### src/rtl/tpi_frame_transceiver_defines.svh
// ----------------------------------------------------------------------------
// TPI frame transceiver assertion macros
// Shared property wrappers for the checks at the end of the top level.
// ----------------------------------------------------------------------------
`ifndef TPI_FRAME_TRANSCEIVER_DEFINES_SVH
`define TPI_FRAME_TRANSCEIVER_DEFINES_SVH

// Same-cycle implication, disabled while reset is held.
`define TPI_ASSERT_NOW(label, clk, rst_n, ante, cons) \
  label: assert property (@(posedge clk) disable iff (!rst_n) (ante) |-> (cons)) \
    else $error("tpi_frame_transceiver: same-cycle check failed");

// Next-cycle implication, disabled while reset is held.
`define TPI_ASSERT_NEXT(label, clk, rst_n, ante, cons) \
  label: assert property (@(posedge clk) disable iff (!rst_n) (ante) |=> (cons)) \
    else $error("tpi_frame_transceiver: next-cycle check failed");

`endif

### src/rtl/tpi_ft_pkg.sv
// ----------------------------------------------------------------------------
// TPI frame transceiver package
// Types, codes and constants shared by the transceiver modules.
// ----------------------------------------------------------------------------
`timescale 1ns / 1ps
`default_nettype none

package tpi_ft_pkg;

  typedef enum logic [1:0] {
    KIND_SEND = 2'd0,
    KIND_RECV = 2'd1,
    KIND_IDLE = 2'd2,
    KIND_SLOT = 2'd3
  } kind_t;

  typedef enum logic [1:0] {
    OP_NONE = 2'd0,
    OP_SEND = 2'd1,
    OP_RECV = 2'd2,
    OP_IDLE = 2'd3
  } op_t;

  localparam logic [1:0] ST_OK       = 2'd0;
  localparam logic [1:0] ST_NO_START = 2'd1;
  localparam logic [1:0] ST_PARITY   = 2'd2;

  localparam logic [3:0] PH_START     = 4'd0;
  localparam logic [3:0] PH_DATA_LAST = 4'd8;
  localparam logic [3:0] PH_PARITY    = 4'd9;
  localparam logic [3:0] PH_STOP1     = 4'd10;
  localparam logic [3:0] PH_STOP2     = 4'd11;
  localparam logic [3:0] PH_BREAK     = 4'd12;
  localparam logic [3:0] PH_BREAK_END = 4'd13;

  localparam logic [1:0] CFG_START_WAIT = 2'd0;
  localparam logic [1:0] CFG_BREAK_LEN  = 2'd1;

  localparam logic [7:0] START_WAIT_RST = 8'd192;
  localparam logic [7:0] BREAK_LEN_RST  = 8'd26;

  typedef struct packed {
    kind_t      kind;
    logic [7:0] tx_byte;
    logic [7:0] idle_count;
    logic       line_in;
  } in_item_t;

  typedef struct packed {
    logic       drive_bit;
    logic       done_res;
    logic [7:0] rx_byte;
    logic [1:0] status;
  } out_item_t;

  typedef struct packed {
    op_t  op;
    logic busy;
  } eng_stat_t;

endpackage

`default_nettype wire

### src/rtl/tpi_ft_in_stage.sv
// ----------------------------------------------------------------------------
// TPI frame transceiver input stage
// Registers one incoming item and hands it to the frame engine.
// ----------------------------------------------------------------------------
`timescale 1ns / 1ps
`default_nettype none

module tpi_ft_in_stage
  import tpi_ft_pkg::*;
(
  input  wire logic     clk,
  input  wire logic     rst_n,
  input  wire logic     in_tvalid,
  output logic          in_tready,
  input  wire in_item_t in_item,
  input  wire logic     take,
  output logic          item_vld,
  output in_item_t      item
);

  logic     vld_r;
  logic     vld_nxt;
  in_item_t item_r;
  logic     load;

  // The register refills in the same cycle that the engine drains it.
  assign in_tready = !vld_r || take;
  assign load      = in_tvalid && in_tready;

  always_comb begin
    vld_nxt = vld_r;
    if (load) begin
      vld_nxt = 1'b1;
    end else if (take) begin
      vld_nxt = 1'b0;
    end
  end

  always_ff @(posedge clk) begin
    if (!rst_n) begin
      vld_r <= 1'b0;
    end else begin
      vld_r <= vld_nxt;
    end
  end

  always_ff @(posedge clk) begin
    if (load) begin
      item_r <= in_item;
    end
  end

  assign item_vld = vld_r;
  assign item     = item_r;

endmodule

`default_nettype wire

### src/rtl/tpi_ft_engine.sv
// ----------------------------------------------------------------------------
// TPI frame transceiver engine
// Frame state and the per-slot update for send, receive and idle commands.
// ----------------------------------------------------------------------------
`timescale 1ns / 1ps
`default_nettype none

module tpi_ft_engine
  import tpi_ft_pkg::*;
(
  input  wire logic       clk,
  input  wire logic       rst_n,
  input  wire logic       item_vld,
  input  wire in_item_t   item,
  input  wire logic       out_free,
  input  wire logic [7:0] start_wait_limit,
  input  wire logic [7:0] break_length,
  output logic            take,
  output logic            res_vld,
  output out_item_t       res,
  output eng_stat_t       stat
);

  op_t        op_r,     op_nxt;
  logic [3:0] phase_r,  phase_nxt;
  logic [7:0] cnt_r,    cnt_nxt;
  logic [7:0] sr_r,     sr_nxt;
  logic       par_r,    par_nxt;
  logic [1:0] pend_r,   pend_nxt;

  logic is_slot;

  assign is_slot = (item.kind == KIND_SLOT);
  // A command never produces a result, so it does not wait for the output.
  assign take    = item_vld && (!is_slot || out_free);
  assign res_vld = take && is_slot;

  always_comb begin
    op_nxt    = op_r;
    phase_nxt = phase_r;
    cnt_nxt   = cnt_r;
    sr_nxt    = sr_r;
    par_nxt   = par_r;
    pend_nxt  = pend_r;
    res       = '{drive_bit: 1'b1, done_res: 1'b0, rx_byte: 8'd0, status: ST_OK};

    if (!is_slot) begin
      // Commands are dropped unless the engine is idle.
      if (op_r == OP_NONE) begin
        phase_nxt = PH_START;
        pend_nxt  = ST_OK;
        par_nxt   = 1'b0;
        unique case (item.kind)
          KIND_SEND: begin
            op_nxt  = OP_SEND;
            sr_nxt  = item.tx_byte;
            par_nxt = ^item.tx_byte;
          end
          KIND_RECV: begin
            op_nxt  = OP_RECV;
            sr_nxt  = 8'd0;
            cnt_nxt = start_wait_limit;
          end
          default: begin
            op_nxt  = OP_IDLE;
            cnt_nxt = item.idle_count;
          end
        endcase
      end
    end else begin
      unique case (op_r)
        OP_SEND: begin
          if (phase_r == PH_START) begin
            res.drive_bit = 1'b0;
          end else if (phase_r <= PH_DATA_LAST) begin
            res.drive_bit = sr_r[0];
            sr_nxt        = {1'b0, sr_r[7:1]};
          end else if (phase_r == PH_PARITY) begin
            res.drive_bit = par_r;
          end
          if (phase_r >= PH_STOP2) begin
            res.done_res = 1'b1;
            op_nxt       = OP_NONE;
            phase_nxt    = PH_START;
          end else begin
            phase_nxt = phase_r + 4'd1;
          end
        end
        OP_RECV: begin
          if (phase_r == PH_START) begin
            // Hunt for the start bit; a counter of one means the wait is spent.
            if (!item.line_in) begin
              phase_nxt = 4'd1;
            end else if (cnt_r == 8'd1) begin
              sr_nxt    = 8'd0;
              pend_nxt  = ST_NO_START;
              phase_nxt = PH_BREAK;
              cnt_nxt   = break_length;
            end else begin
              cnt_nxt = cnt_r - 8'd1;
            end
          end else if (phase_r <= PH_DATA_LAST) begin
            sr_nxt    = {item.line_in, sr_r[7:1]};
            par_nxt   = par_r ^ item.line_in;
            phase_nxt = phase_r + 4'd1;
          end else if (phase_r == PH_PARITY) begin
            if (item.line_in != par_r) begin
              pend_nxt  = ST_PARITY;
              phase_nxt = PH_BREAK;
              cnt_nxt   = break_length;
            end else begin
              phase_nxt = PH_STOP1;
            end
          end else if (phase_r == PH_STOP1) begin
            phase_nxt = PH_STOP2;
          end else if (phase_r == PH_BREAK) begin
            res.drive_bit = 1'b0;
            if (cnt_r == 8'd1) begin
              phase_nxt = PH_BREAK_END;
            end else begin
              cnt_nxt = cnt_r - 8'd1;
            end
          end else begin
            res.done_res = 1'b1;
            res.rx_byte  = sr_r;
            res.status   = (phase_r == PH_BREAK_END) ? pend_r : ST_OK;
            op_nxt       = OP_NONE;
            phase_nxt    = PH_START;
          end
        end
        OP_IDLE: begin
          if (cnt_r == 8'd1) begin
            res.done_res = 1'b1;
            op_nxt       = OP_NONE;
          end else begin
            cnt_nxt = cnt_r - 8'd1;
          end
        end
        default: begin
        end
      endcase
    end
  end

  always_ff @(posedge clk) begin
    if (!rst_n) begin
      op_r    <= OP_NONE;
      phase_r <= PH_START;
      cnt_r   <= 8'd0;
      sr_r    <= 8'd0;
      par_r   <= 1'b0;
      pend_r  <= ST_OK;
    end else if (take) begin
      op_r    <= op_nxt;
      phase_r <= phase_nxt;
      cnt_r   <= cnt_nxt;
      sr_r    <= sr_nxt;
      par_r   <= par_nxt;
      pend_r  <= pend_nxt;
    end
  end

  assign stat.op   = op_r;
  assign stat.busy = (op_r != OP_NONE);

endmodule

`default_nettype wire

### src/rtl/tpi_ft_out_stage.sv
// ----------------------------------------------------------------------------
// TPI frame transceiver output stage
// Holds one result item until the downstream side takes it.
// ----------------------------------------------------------------------------
`timescale 1ns / 1ps
`default_nettype none

module tpi_ft_out_stage
  import tpi_ft_pkg::*;
(
  input  wire logic      clk,
  input  wire logic      rst_n,
  input  wire logic      res_vld,
  input  wire out_item_t res,
  output logic           out_free,
  output logic           out_tvalid,
  input  wire logic      out_tready,
  output out_item_t      out_item
);

  logic      vld_r;
  logic      vld_nxt;
  out_item_t item_r;

  assign out_free = !vld_r || out_tready;

  always_comb begin
    vld_nxt = vld_r;
    if (res_vld) begin
      vld_nxt = 1'b1;
    end else if (out_tready) begin
      vld_nxt = 1'b0;
    end
  end

  always_ff @(posedge clk) begin
    if (!rst_n) begin
      vld_r <= 1'b0;
    end else begin
      vld_r <= vld_nxt;
    end
  end

  always_ff @(posedge clk) begin
    if (res_vld) begin
      item_r <= res;
    end
  end

  assign out_tvalid = vld_r;
  assign out_item   = item_r;

endmodule

`default_nettype wire

### src/rtl/tpi_frame_transceiver.sv
// ----------------------------------------------------------------------------
// TPI frame transceiver
// Bit-slot engine for the half-duplex TPI frame: send, receive, idle ones.
// ----------------------------------------------------------------------------
//  Channel | Direction | Carries
//  in_     | input     | commands and bit slots (kind, tx byte, idle count, line)
//  out_    | output    | one result per bit slot (drive, done, rx byte, status)
//  cfg_    | input     | start wait limit and break length writes
//
//  An accepted item waits in the input register while the engine works on it;
//  its result is registered into the output register when the engine takes the
//  item, and is offered downstream from there. One item per cycle while the output is not stalled.
//  Commands leave no result and are consumed even while the output is full.
//  A bit slot waits in the input register while the output register is stalled.
//  Synchronous active-low reset returns to idle with default register values.
// ----------------------------------------------------------------------------
`timescale 1ns / 1ps
`default_nettype none

`include "tpi_frame_transceiver_defines.svh"

module tpi_frame_transceiver
  import tpi_ft_pkg::*;
(
  input  wire logic        clk,
  input  wire logic        rst_n,
  input  wire logic        in_tvalid,
  output logic             in_tready,
  input  wire logic [23:0] in_tdata,   // tx_byte[7:0], idle_count[15:8], line_in[16]
  input  wire logic [1:0]  in_tuser,   // kind[1:0]
  output logic             out_tvalid,
  input  wire logic        out_tready,
  output logic [15:0]      out_tdata,  // drive_bit[0], rx_byte[8:1], status[10:9]
  output logic             out_tlast,  // done_res
  input  wire logic        cfg_we,
  input  wire logic [1:0]  cfg_index,
  input  wire logic [7:0]  cfg_wdata
);

  logic [7:0] start_wait_r;
  logic [7:0] break_len_r;

  in_item_t  in_item;
  in_item_t  item;
  logic      item_vld;
  logic      take;
  logic      res_vld;
  out_item_t res;
  out_item_t out_item;
  logic      out_free;
  eng_stat_t stat;

  always_ff @(posedge clk) begin
    if (!rst_n) begin
      start_wait_r <= START_WAIT_RST;
      break_len_r  <= BREAK_LEN_RST;
    end else if (cfg_we) begin
      if (cfg_index == CFG_START_WAIT) begin
        start_wait_r <= cfg_wdata;
      end else if (cfg_index == CFG_BREAK_LEN) begin
        break_len_r <= cfg_wdata;
      end
    end
  end

  assign in_item.kind       = kind_t'(in_tuser);
  assign in_item.tx_byte    = in_tdata[7:0];
  assign in_item.idle_count = in_tdata[15:8];
  assign in_item.line_in    = in_tdata[16];

  tpi_ft_in_stage u_in_stage (
    .clk       (clk),
    .rst_n     (rst_n),
    .in_tvalid (in_tvalid),
    .in_tready (in_tready),
    .in_item   (in_item),
    .take      (take),
    .item_vld  (item_vld),
    .item      (item)
  );

  tpi_ft_engine u_engine (
    .clk              (clk),
    .rst_n            (rst_n),
    .item_vld         (item_vld),
    .item             (item),
    .out_free         (out_free),
    .start_wait_limit (start_wait_r),
    .break_length     (break_len_r),
    .take             (take),
    .res_vld          (res_vld),
    .res              (res),
    .stat             (stat)
  );

  tpi_ft_out_stage u_out_stage (
    .clk        (clk),
    .rst_n      (rst_n),
    .res_vld    (res_vld),
    .res        (res),
    .out_free   (out_free),
    .out_tvalid (out_tvalid),
    .out_tready (out_tready),
    .out_item   (out_item)
  );

  assign out_tdata = {5'd0, out_item.status, out_item.rx_byte, out_item.drive_bit};
  assign out_tlast = out_item.done_res;

  // Only bit slots may produce a result, and never into a full output register.
  `TPI_ASSERT_NOW(a_res_from_slot, clk, rst_n, res_vld, item.kind == KIND_SLOT && out_free)
  // Status and received byte are only reported with the completing slot.
  `TPI_ASSERT_NOW(a_status_with_done, clk, rst_n, out_tvalid && !out_tlast,
                  out_tdata[10:9] == ST_OK && out_tdata[8:1] == 8'd0)
  // A completing slot always leaves the engine idle.
  `TPI_ASSERT_NEXT(a_done_to_idle, clk, rst_n, res_vld && res.done_res, !stat.busy)
  // A zero drive only comes from an active send or receive.
  `TPI_ASSERT_NOW(a_zero_drive_owner, clk, rst_n, res_vld && !res.drive_bit,
                  stat.op == OP_SEND || stat.op == OP_RECV)

endmodule

`default_nettype wire
### config.mk
export PLATFORM = sky130hd
export DESIGN_NAME = tpi_frame_transceiver
export DESIGN_NICKNAME = d
export VERILOG_FILES = /design/src/rtl/tpi_ft_pkg.sv /design/src/rtl/tpi_ft_in_stage.sv /design/src/rtl/tpi_ft_engine.sv /design/src/rtl/tpi_ft_out_stage.sv /design/src/rtl/tpi_frame_transceiver.sv
export VERILOG_INCLUDE_DIRS = /design/src /design/src/rtl
export SDC_FILE = /design/constraint.sdc
export NUM_CORES = 1
export LEC_CHECK = 0
export BUFFER_PORTS_ARGS = -buffer_cell sky130_fd_sc_hd__buf_2
export CORE_ASPECT_RATIO = 1.4
export CORE_MARGIN = 1
export CORE_UTILIZATION = 27
export DETAILED_ROUTE_END_ITERATION = 12
export PLACE_DENSITY = 0.51
export SYNTH_ARGS = -nofsm -noshare
export SYNTH_HDL_FRONTEND = slang
export SYNTH_HIERARCHICAL = 1
export SYNTH_SLANG_ARGS = --single-unit
### constraint.sdc
create_clock -name clk -period 3.12 [get_ports clk]
set_clock_uncertainty 0.05 [all_clocks]
set_input_delay 0.624 -clock clk [delete_from_list [all_inputs] [get_ports clk]]
set_output_delay 0.624 -clock clk [all_outputs]
set_load 0.01 [all_outputs]
==> out/qor.txt, run 1 <==
ANT cells = 0
pwr/cell area = 528 nW/um^2
clock root cell = clkbuf_16
max-slew violations = 0
global-route wire length before repair = 17.9 mm
Final Hold Viols = 0
status = completed
crit-path leading delay family = buffers and inverters
number of detailed-route iterations in the first pass = 4
startpoint types = flip-flop
Tot GR Track Use = 14.3%
Buf/Inv on CP = 3
max_cap viols = 0
via/cell ratio = 5.13
Die H = 151 um
largest net degree at the start of global routing = 46
VDD IR max = 0.295 mV
gpl congestion = 0.841
Finished Layout Cells = 686
Core Footprint = 15,600 um^2
CTS tree = built
synthesis-to-finish area growth = 17.0%
Final Power = 2.66 mW
CTS resizes = 0
synthesized area per cell = 9.71 um^2
GRT overflow = 0
synthesized instance count = 443
WL per Instance = 16.1 um
fin crit share = 89.5%
final WL = 11.1 mm
# placed instances = 670
Worst Tran Pin Value = 0.834 ns
LEAKAGE = 1.89 nW
# Post-CTS Setup Buffers = 0
htree depth = 3
fillcell total = 1,604
cts bufs inserted = 9
Layout Nets = 542
IO buf count = 47
post-layout min period = 2.79 ns
clock latency on the worst-skew pair = 0.34 ns
Syn Std Cell Area = 4300 um^2
via count of the first global-routing pass = 3,511
critical path class = reg2out
die area = 16,500 um^2
CP Capture Type = output pin
cts hold-fix bufs = 0
required time worst endpoint = 2.45 ns
antenna-violating nets left = 0
worst hold path type = in2reg
RSZ-0062 raised after global routing = false
routed via count = 3,521
DRC Markers = 0
antenna violations before repair = 0
# clock sinks = 74
Reg clk slew, reported paths = 0.06 ns
slew margin rel. = 44.2%
num rows = 54
detailed placement HPWL = 8.26 mm
CP arrival = 2.12 ns
width of the die = 109 um
Yosys warning total = 6
total negative slack = 0 ns
Max FO, Critical Path = 13
crit-path cells = ha_1 > clkinv_1 > buf_4 > o21a_1 > nand2b_4 > buf_2
initial drt markers = 175
CP peak stage delay = 0.46 ns
endpoints failing setup = 0
fmax = 358 MHz
deepest clock path buffer count = 2
layout cell share with drive strength beyond 1 = 20.8%
Top-Level Pins = 60
Initial Util = 27.6%
Max stage delay cell, worst path = ha_1
[metrics by stage]
step	utilization, %	hold WS, ns	area (um^2)	setup WS (ns)
2_1_floorplan	-	0.381	4320	0.726
4_1_cts	32.3	0.389	5030	0.317
3_3_place_gp	30.3	0.398	4730	0.635
5_1_grt	32.3	0.394	5030	0.201
6_report	32.3	0.401	5030	0.328
3_5_place_dp	30.3	0.399	4730	0.556
[routing by layer]
| layer | track usage (%) | part of all wire (%) |
|---|---|---|
| met1 | 16.4 | 42 |
| met5 | 0 | 0 |
| met2 | 25.9 | 52 |
| met4 | 6.42 | 1.1 |
| met3 | 2.28 | 4.6 |
[layout make-up]
type	count	area (um^2)	share of cell area, %
Multi-Input combinational cell	315	2260	44.9
Sequential cell	74	1790	35.6
Timing Repair Buffer	62	348	6.91
Tap cell	196	245	4.87
Clock buffer	9	225	4.47
Inverter	23	86.3	1.71
Clock inverter	7	77.6	1.54
[registers in the layout, indices dropped and copies added, names as in the netlist]
register and count:
u_in_stage/item 19, break_len_r 8, u_engine/par_r 1, u_out_stage/out_tvalid 1, u_engine/phase_r 4, start_wait_r 8, u_engine/cnt_r 8, u_engine/op_r 2
u_engine/sr_r 8, u_engine/pend_r 2, u_in_stage/item_vld 1, u_out_stage/out_item 12
[worst paths after layout]
check / from / to / slack, ns / depth (start not counted)
worst min-delay path: in_tdata[3] / u_in_stage/item[12] / 0.40 / 1
worst max-delay path: u_in_stage/item[17] / in_tready / 0.33 / 6
worst max register to register: u_engine/phase_r[0] / u_engine/cnt_r[2] / 0.54 / 5
worst min register to register: start_wait_r[1] / start_wait_r[1] / 0.41 / 2
[power by group]
group          leakage [nW]  internal, mW  switching [mW]
clock                 0.142         0.626           0.432
sequential            0.632          1.07          0.0496
combinational          1.12         0.202           0.284
[cells in the final DEF, fill, tap and decap left out, types with 15 or more instances in the layout]
| cell | count |
|---|---|
| edfxtp_1 | 31 |
| ha_1 | 16 |
| nand2_1 | 44 |
| mux2i_1 | 15 |
| nor2_1 | 16 |
| buf_4 | 15 |
| inv_1 | 22 |
| buf_2 | 47 |
| a21oi_1 | 20 |
| dfxtp_1 | 43 |
[worst reg2reg max path, stage by stage, from the launching register on]
cell and delay, ns:
dfxtp_1 0.42, inv_1 0.13, ha_1 0.41, or3_4 0.50
a311o_4 0.52, o41ai_1 0.42
Power figures use the tool's default switching activity.
==> inputs of run 2 (changes only) <==
==> constraint.sdc (replaced) <==
create_clock -name clk -period 3.12 [get_ports clk]
set_clock_uncertainty 0.05 [all_clocks]
set_input_delay 0 -clock clk [delete_from_list [all_inputs] [get_ports clk]]
set_output_delay 0 -clock clk [all_outputs]
set_load 0.01 [all_outputs]
==> run 2 against run 1 <==
Utilization rose by 2.0 points. Critical path depth is 1 higher. Routed wire length fell by 0.20%. Worst setup slack improved by 0.30 ns. Design area increased by 6.1%.
==> out/qor.txt, run 2 (same netlist as run 1, synthesis figures left out) <==
Max FO, Critical Path = 9
largest net degree at the start of global routing = 47
post-layout min period = 2.49 ns
CTS tree = built
CP peak stage delay = 0.46 ns
worst hold path type = in2reg
final WL = 11.0 mm
VDD IR max = 0.227 mV
num rows = 54
startpoint types = flip-flop
Top-Level Pins = 60
deepest clock path buffer count = 2
die area = 16,500 um^2
GRT overflow = 0
Die H = 151 um
critical path class = reg2reg
layout cell share with drive strength beyond 1 = 19.9%
Initial Util = 27.6%
Largest register FFs = 19
Worst Tran Pin Value = 0.806 ns
crit-path cells = inv_1 > ha_1 > buf_4 > or3b_2 > o311ai_0 > o221ai_1 > a221oi_2
Net Sw Frac = 29.9%
LEAKAGE = 2.03 nW
total negative slack = 0 ns
post-route cell area = 5340 um^2
CP Capture Type = flip-flop
Core Footprint = 15,600 um^2
fillcell total = 1,588
# clock sinks = 74
RSZ-0062 raised after global routing = false
Tot GR Track Use = 14.1%
CP arrival = 2.69 ns
Int Pwr = 1.85 mW
clock latency on the worst-skew pair = 0.34 ns
Reg clk slew, reported paths = 0.06 ns
via count of the first global-routing pass = 3,672
IO buf count = 47
htree depth = 3
Max stage delay cell, worst path = or3b_2
status = completed
antenna violations before repair = 0
required time worst endpoint = 3.32 ns
detailed placement HPWL = 8.04 mm
routed via count = 3,663
pwr/cell area = 495 nW/um^2
global-route wire length before repair = 17.7 mm
sequential cell area = 1790 um^2
endpoints failing setup = 0
Final Hold Viols = 0
DRC Markers = 0
via/cell ratio = 5.10
# Post-CTS Setup Buffers = 0
post-layout util = 34.2%
initial drt markers = 141
Seq pwr share = 42.3%
Comb power frac = 19.4%
multi-input combinational cell area = 2260 um^2
most frequent cells in the layout = buf_2 (47), nand2_1 (44), dfxtp_1 (43)
leading cell type in the layout, fill and taps excluded = buf_2
Net Switching = 0.791 mW
ANT cells = 0
synthesis-to-finish area growth = 24.1%
fin crit share = 79.8%
width of the die = 109 um
slew margin rel. = 46.0%
gpl congestion = 0.815
WL per Instance = 15.4 um
cts bufs inserted = 9
placed instance area = 4740 um^2
max_cap viols = 0
Layout Nets = 574
clock root cell = clkbuf_16
clock power share = 38.4%
antenna-violating nets left = 0
max-slew violations = 0
fmax = 401 MHz
number of detailed-route iterations in the first pass = 5
-- run 2: cell types whose count changed in the layout (fill, tap and decap cells not counted), sizes merged --
cell / previous run / this run
buf: 62 / 63
bufinv: 1 / 0
clkinvlp: 2 / 0
dlygate4sd3: 0 / 31
inv: 24 / 27
-- run 2: worst paths after layout --
path	depth (start not counted)	to	slack, ns	start
min reg2reg	2	break_len_r[7]	0.41	break_len_r[7]
max	7	u_engine/cnt_r[1]	0.63	u_engine/phase_r[0]
min	3	break_len_r[1]	0.007	cfg_index[1]
max reg2reg	7	u_engine/cnt_r[1]	0.63	u_engine/phase_r[0]
-- run 2: metrics by stage --
stage	worst slack (ns)	hold slack (ns)	instances	power, mW
floorplan	0.726	0.0489	447	1.48
global placement	0.721	0.127	671	1.61
detailed placement	0.646	0.128	671	1.62
CTS	0.630	0.00267	718	2.67
global route	0.458	0.0452	718	2.76
finish	0.629	0.00693	718	2.64
-- run 2: metal layers --
metal | GRT usage, % | share of wire [%] | vias up
met3 | 2.58 | 4.1 | 21
met5 | 0 | 0 | -
met1 | 15.2 | 41 | 1725
li1 | - | - | 1816
met2 | 25.5 | 52 | 101
met4 | 8.11 | 2.6 | 0
-- run 2: cell type report --
cell class,instances,area share [%]
clock buffers,9,4.22
clock inverters,7,1.24
multi-input cells,315,42.3
flip-flops and latches,74,33.5
inverters,23,1.62
repair buffers,94,12.5
well taps,196,4.59
-- run 2: timing repair --
action	in CTS	in global routing
hold buffers	31	0
hold endpoints to repair	37	0
resized for setup	0	0
setup endpoints to repair	0	0
-- run 2: power by group through the flow --
stage               sequential, mW  combinational (mW)  clock (mW)
global route                  1.12               0.562        1.08
floorplan                     1.12               0.358           0
finish                        1.12               0.512        1.02
detailed placement            1.14               0.479           0
global placement              1.14               0.475           0
CTS                           1.12               0.512        1.04
-- run 2: critical path, delay by kind of cell, from the launching register on --
| kind | cells | cell delay [ns] |
|---|---|---|
| AOI/OAI and AO/OA | 3 | 0.78 |
| adders and majority gates | 1 | 0.38 |
| buffers and inverters | 2 | 0.37 |
| DFF | 1 | 0.36 |
| and+or+nand+nor | 1 | 0.46 |
==> inputs of run 3 (changes only) <==
==> constraint.sdc (replaced) <==
create_clock -name clk -period 2.6 [get_ports clk]
set_clock_uncertainty 0.05 [all_clocks]
set_input_delay 0 -clock clk [delete_from_list [all_inputs] [get_ports clk]]
set_output_delay 0 -clock clk [all_outputs]
set_load 0.01 [all_outputs]
==> run 3 against run 2 <==
Die area stayed put. Clock-buffer cell count stayed put. Critical endpoint is now u_engine/cnt_r[4]. Non-clock buffer count is 5 higher. Critical path depth is 1 lower. Largest cell class unchanged. Routed wire length is 2.5% higher. Largest power group unchanged. Maximum frequency is 2.3% higher. First-iteration DRC count is 4.3% higher. Utilization is 0.32 points higher. Sequential power is 19% higher.
==> out/qor.txt, run 3 (same netlist as run 1, synthesis figures left out) <==
LEAKAGE = 2.04 nW
Initial Util = 27.6%
routed via count = 3,713
via count of the first global-routing pass = 3,606
Top-Level Pins = 60
GRT overflow = 0
grt met1 use = 15.9%
grt met3 use = 2.67%
detailed placement HPWL = 8.29 mm
Net Switching = 0.927 mW
R2R Setup Slk = 0.17 ns
Die H = 151 um
Net Sw Frac = 29.5%
synthesis-to-finish area growth = 25.3%
worst hold path endpoint = break_len_r[3]
Max FO, Critical Path = 9
cts bufs inserted = 9
Reg clk slew, reported paths = 0.06 ns
status = completed
Worst Tran Pin Value = 0.777 ns
CTS tree = built
Core Footprint = 15,600 um^2
most frequent cells in the layout = buf_2 (47), nand2_1 (44), dfxtp_1 (43)
layout cell share with drive strength beyond 1 = 21.1%
htree depth = 3
clock latency on the worst-skew pair = 0.33 ns
deepest clock path buffer count = 2
hold_sp = cfg_index[1]
Seq pwr share = 42.4%
via/cell ratio = 5.14
width of the die = 109 um
Tot GR Track Use = 14.5%
CP arrival = 2.61 ns
VDD IR max = 0.328 mV
RR Startpoint = u_engine/phase_r[0]
# Post-CTS Setup Buffers = 0
Int Pwr = 2.22 mW
# clock sinks = 74
number of detailed-route iterations in the first pass = 4
IO buf count = 47
endpoints failing setup = 0
ANT cells = 0
clock power share = 37.0%
leading cell type in the layout, fill and taps excluded = buf_2
antenna violations before repair = 0
worst r2r path cells = 6
Layout Nets = 579
critical path class = reg2reg
worst hold path type = in2reg
fmax = 411 MHz
met2 GRT Util = 26.4%
Comb power frac = 20.6%
pwr/cell area = 584 nW/um^2
CP Capture Type = flip-flop
clock root cell = clkbuf_16
Largest register FFs = 19
global-route wire length before repair = 18.2 mm
WL per Instance = 15.6 um
max-slew violations = 0
fin crit share = 93.6%
gr busiest metal = met2
post-layout min period = 2.43 ns
startpoint types = flip-flop
initial drt markers = 147
largest net degree at the start of global routing = 46
WHS Path Cells = 3
Final Hold Viols = 0
post-route cell area = 5390 um^2
RSZ-0062 raised after global routing = false
total negative slack = 0 ns
slew margin rel. = 48.0%
fillcell total = 1,565
die area = 16,500 um^2
max_cap viols = 0
antenna-violating nets left = 0
capture point of the worst reg-to-reg path = u_engine/cnt_r[4]
final WL = 11.3 mm
gpl congestion = 0.830
num rows = 54
required time worst endpoint = 2.78 ns
placed instance area = 4770 um^2
DRC Markers = 0
-- run 3: cell types whose count changed in the layout (fill, tap and decap cells not counted), moves of 2 or more --
cell / change
buf_4: +4
clkinvlp_4: +4
inv_6: -2
clkinv_4: -2
-- run 3: worst max-delay path: stages, from the launching register on --
cell and delay [ns]:
dfxtp_1 0.42, inv_1 0.12, ha_1 0.30, or3_4 0.44
a311o_4 0.48, buf_4 0.19, o41ai_1 0.32
-- run 3: final cells by class --
class                           instances  area (um^2)  share of cell area, %
Clock buffer                            9          225                   4.18
Tap cell                              196          245                   4.55
Inverter                               23         86.3                   1.60
Sequential cell                        74         1790                   33.2
Clock inverter                          7         53.8                  0.998
Timing Repair Buffer                   99          706                   13.1
Multi-Input combinational cell        315         2280                   42.4
-- run 3: worst max path at each step --
stage,start,endpoint,cells after the start
2_1_floorplan,u_in_stage/item[17],u_out_stage/out_item[0],6
3_3_place_gp,u_engine/phase_r[0],u_engine/sr_r[2],8
3_5_place_dp,u_engine/phase_r[0],u_engine/sr_r[2],8
4_1_cts,u_engine/phase_r[0],u_engine/sr_r[2],8
5_1_grt,u_engine/phase_r[0],u_engine/cnt_r[3],6
6_report,u_engine/phase_r[0],u_engine/cnt_r[4],6
-- run 3: what timing repair did --
action,CTS,global route
endpoints found under the setup margin,0,12
hold buffers,32,0
resized for setup,0,4
endpoints found under the hold margin,37,0
-- run 3: stage by stage --
stage          power [mW]  hold slack [ns]  instances  setup slack, ns  util (%)
5_1_grt              3.29           0.0405        723           0.0404      34.5
3_5_place_dp         1.96            0.128        675            0.145      30.6
2_1_floorplan        1.77           0.0489        447            0.206         -
6_report             3.15           0.0280        723            0.166      34.5
3_3_place_gp         1.95            0.126        675            0.211      30.6
4_1_cts              3.16           0.0169        723            0.131      34.4
-- run 3: layer usage --
layer | routed length, um | share of wire (%)
met5 | 0 | 0
met4 | 306 | 2.7
met2 | 5960 | 53
met1 | 4530 | 40
met3 | 511 | 4.5
-- run 3: power groups by stage --
stage                     clock [mW]  sequential (mW)  combinational (mW)
after floorplan                    0             1.34               0.430
after global placement             0             1.36               0.591
after detailed placement           0             1.36               0.600
after CTS                       1.19             1.33               0.640
after global routing            1.24             1.34               0.711
final                           1.16             1.33               0.650
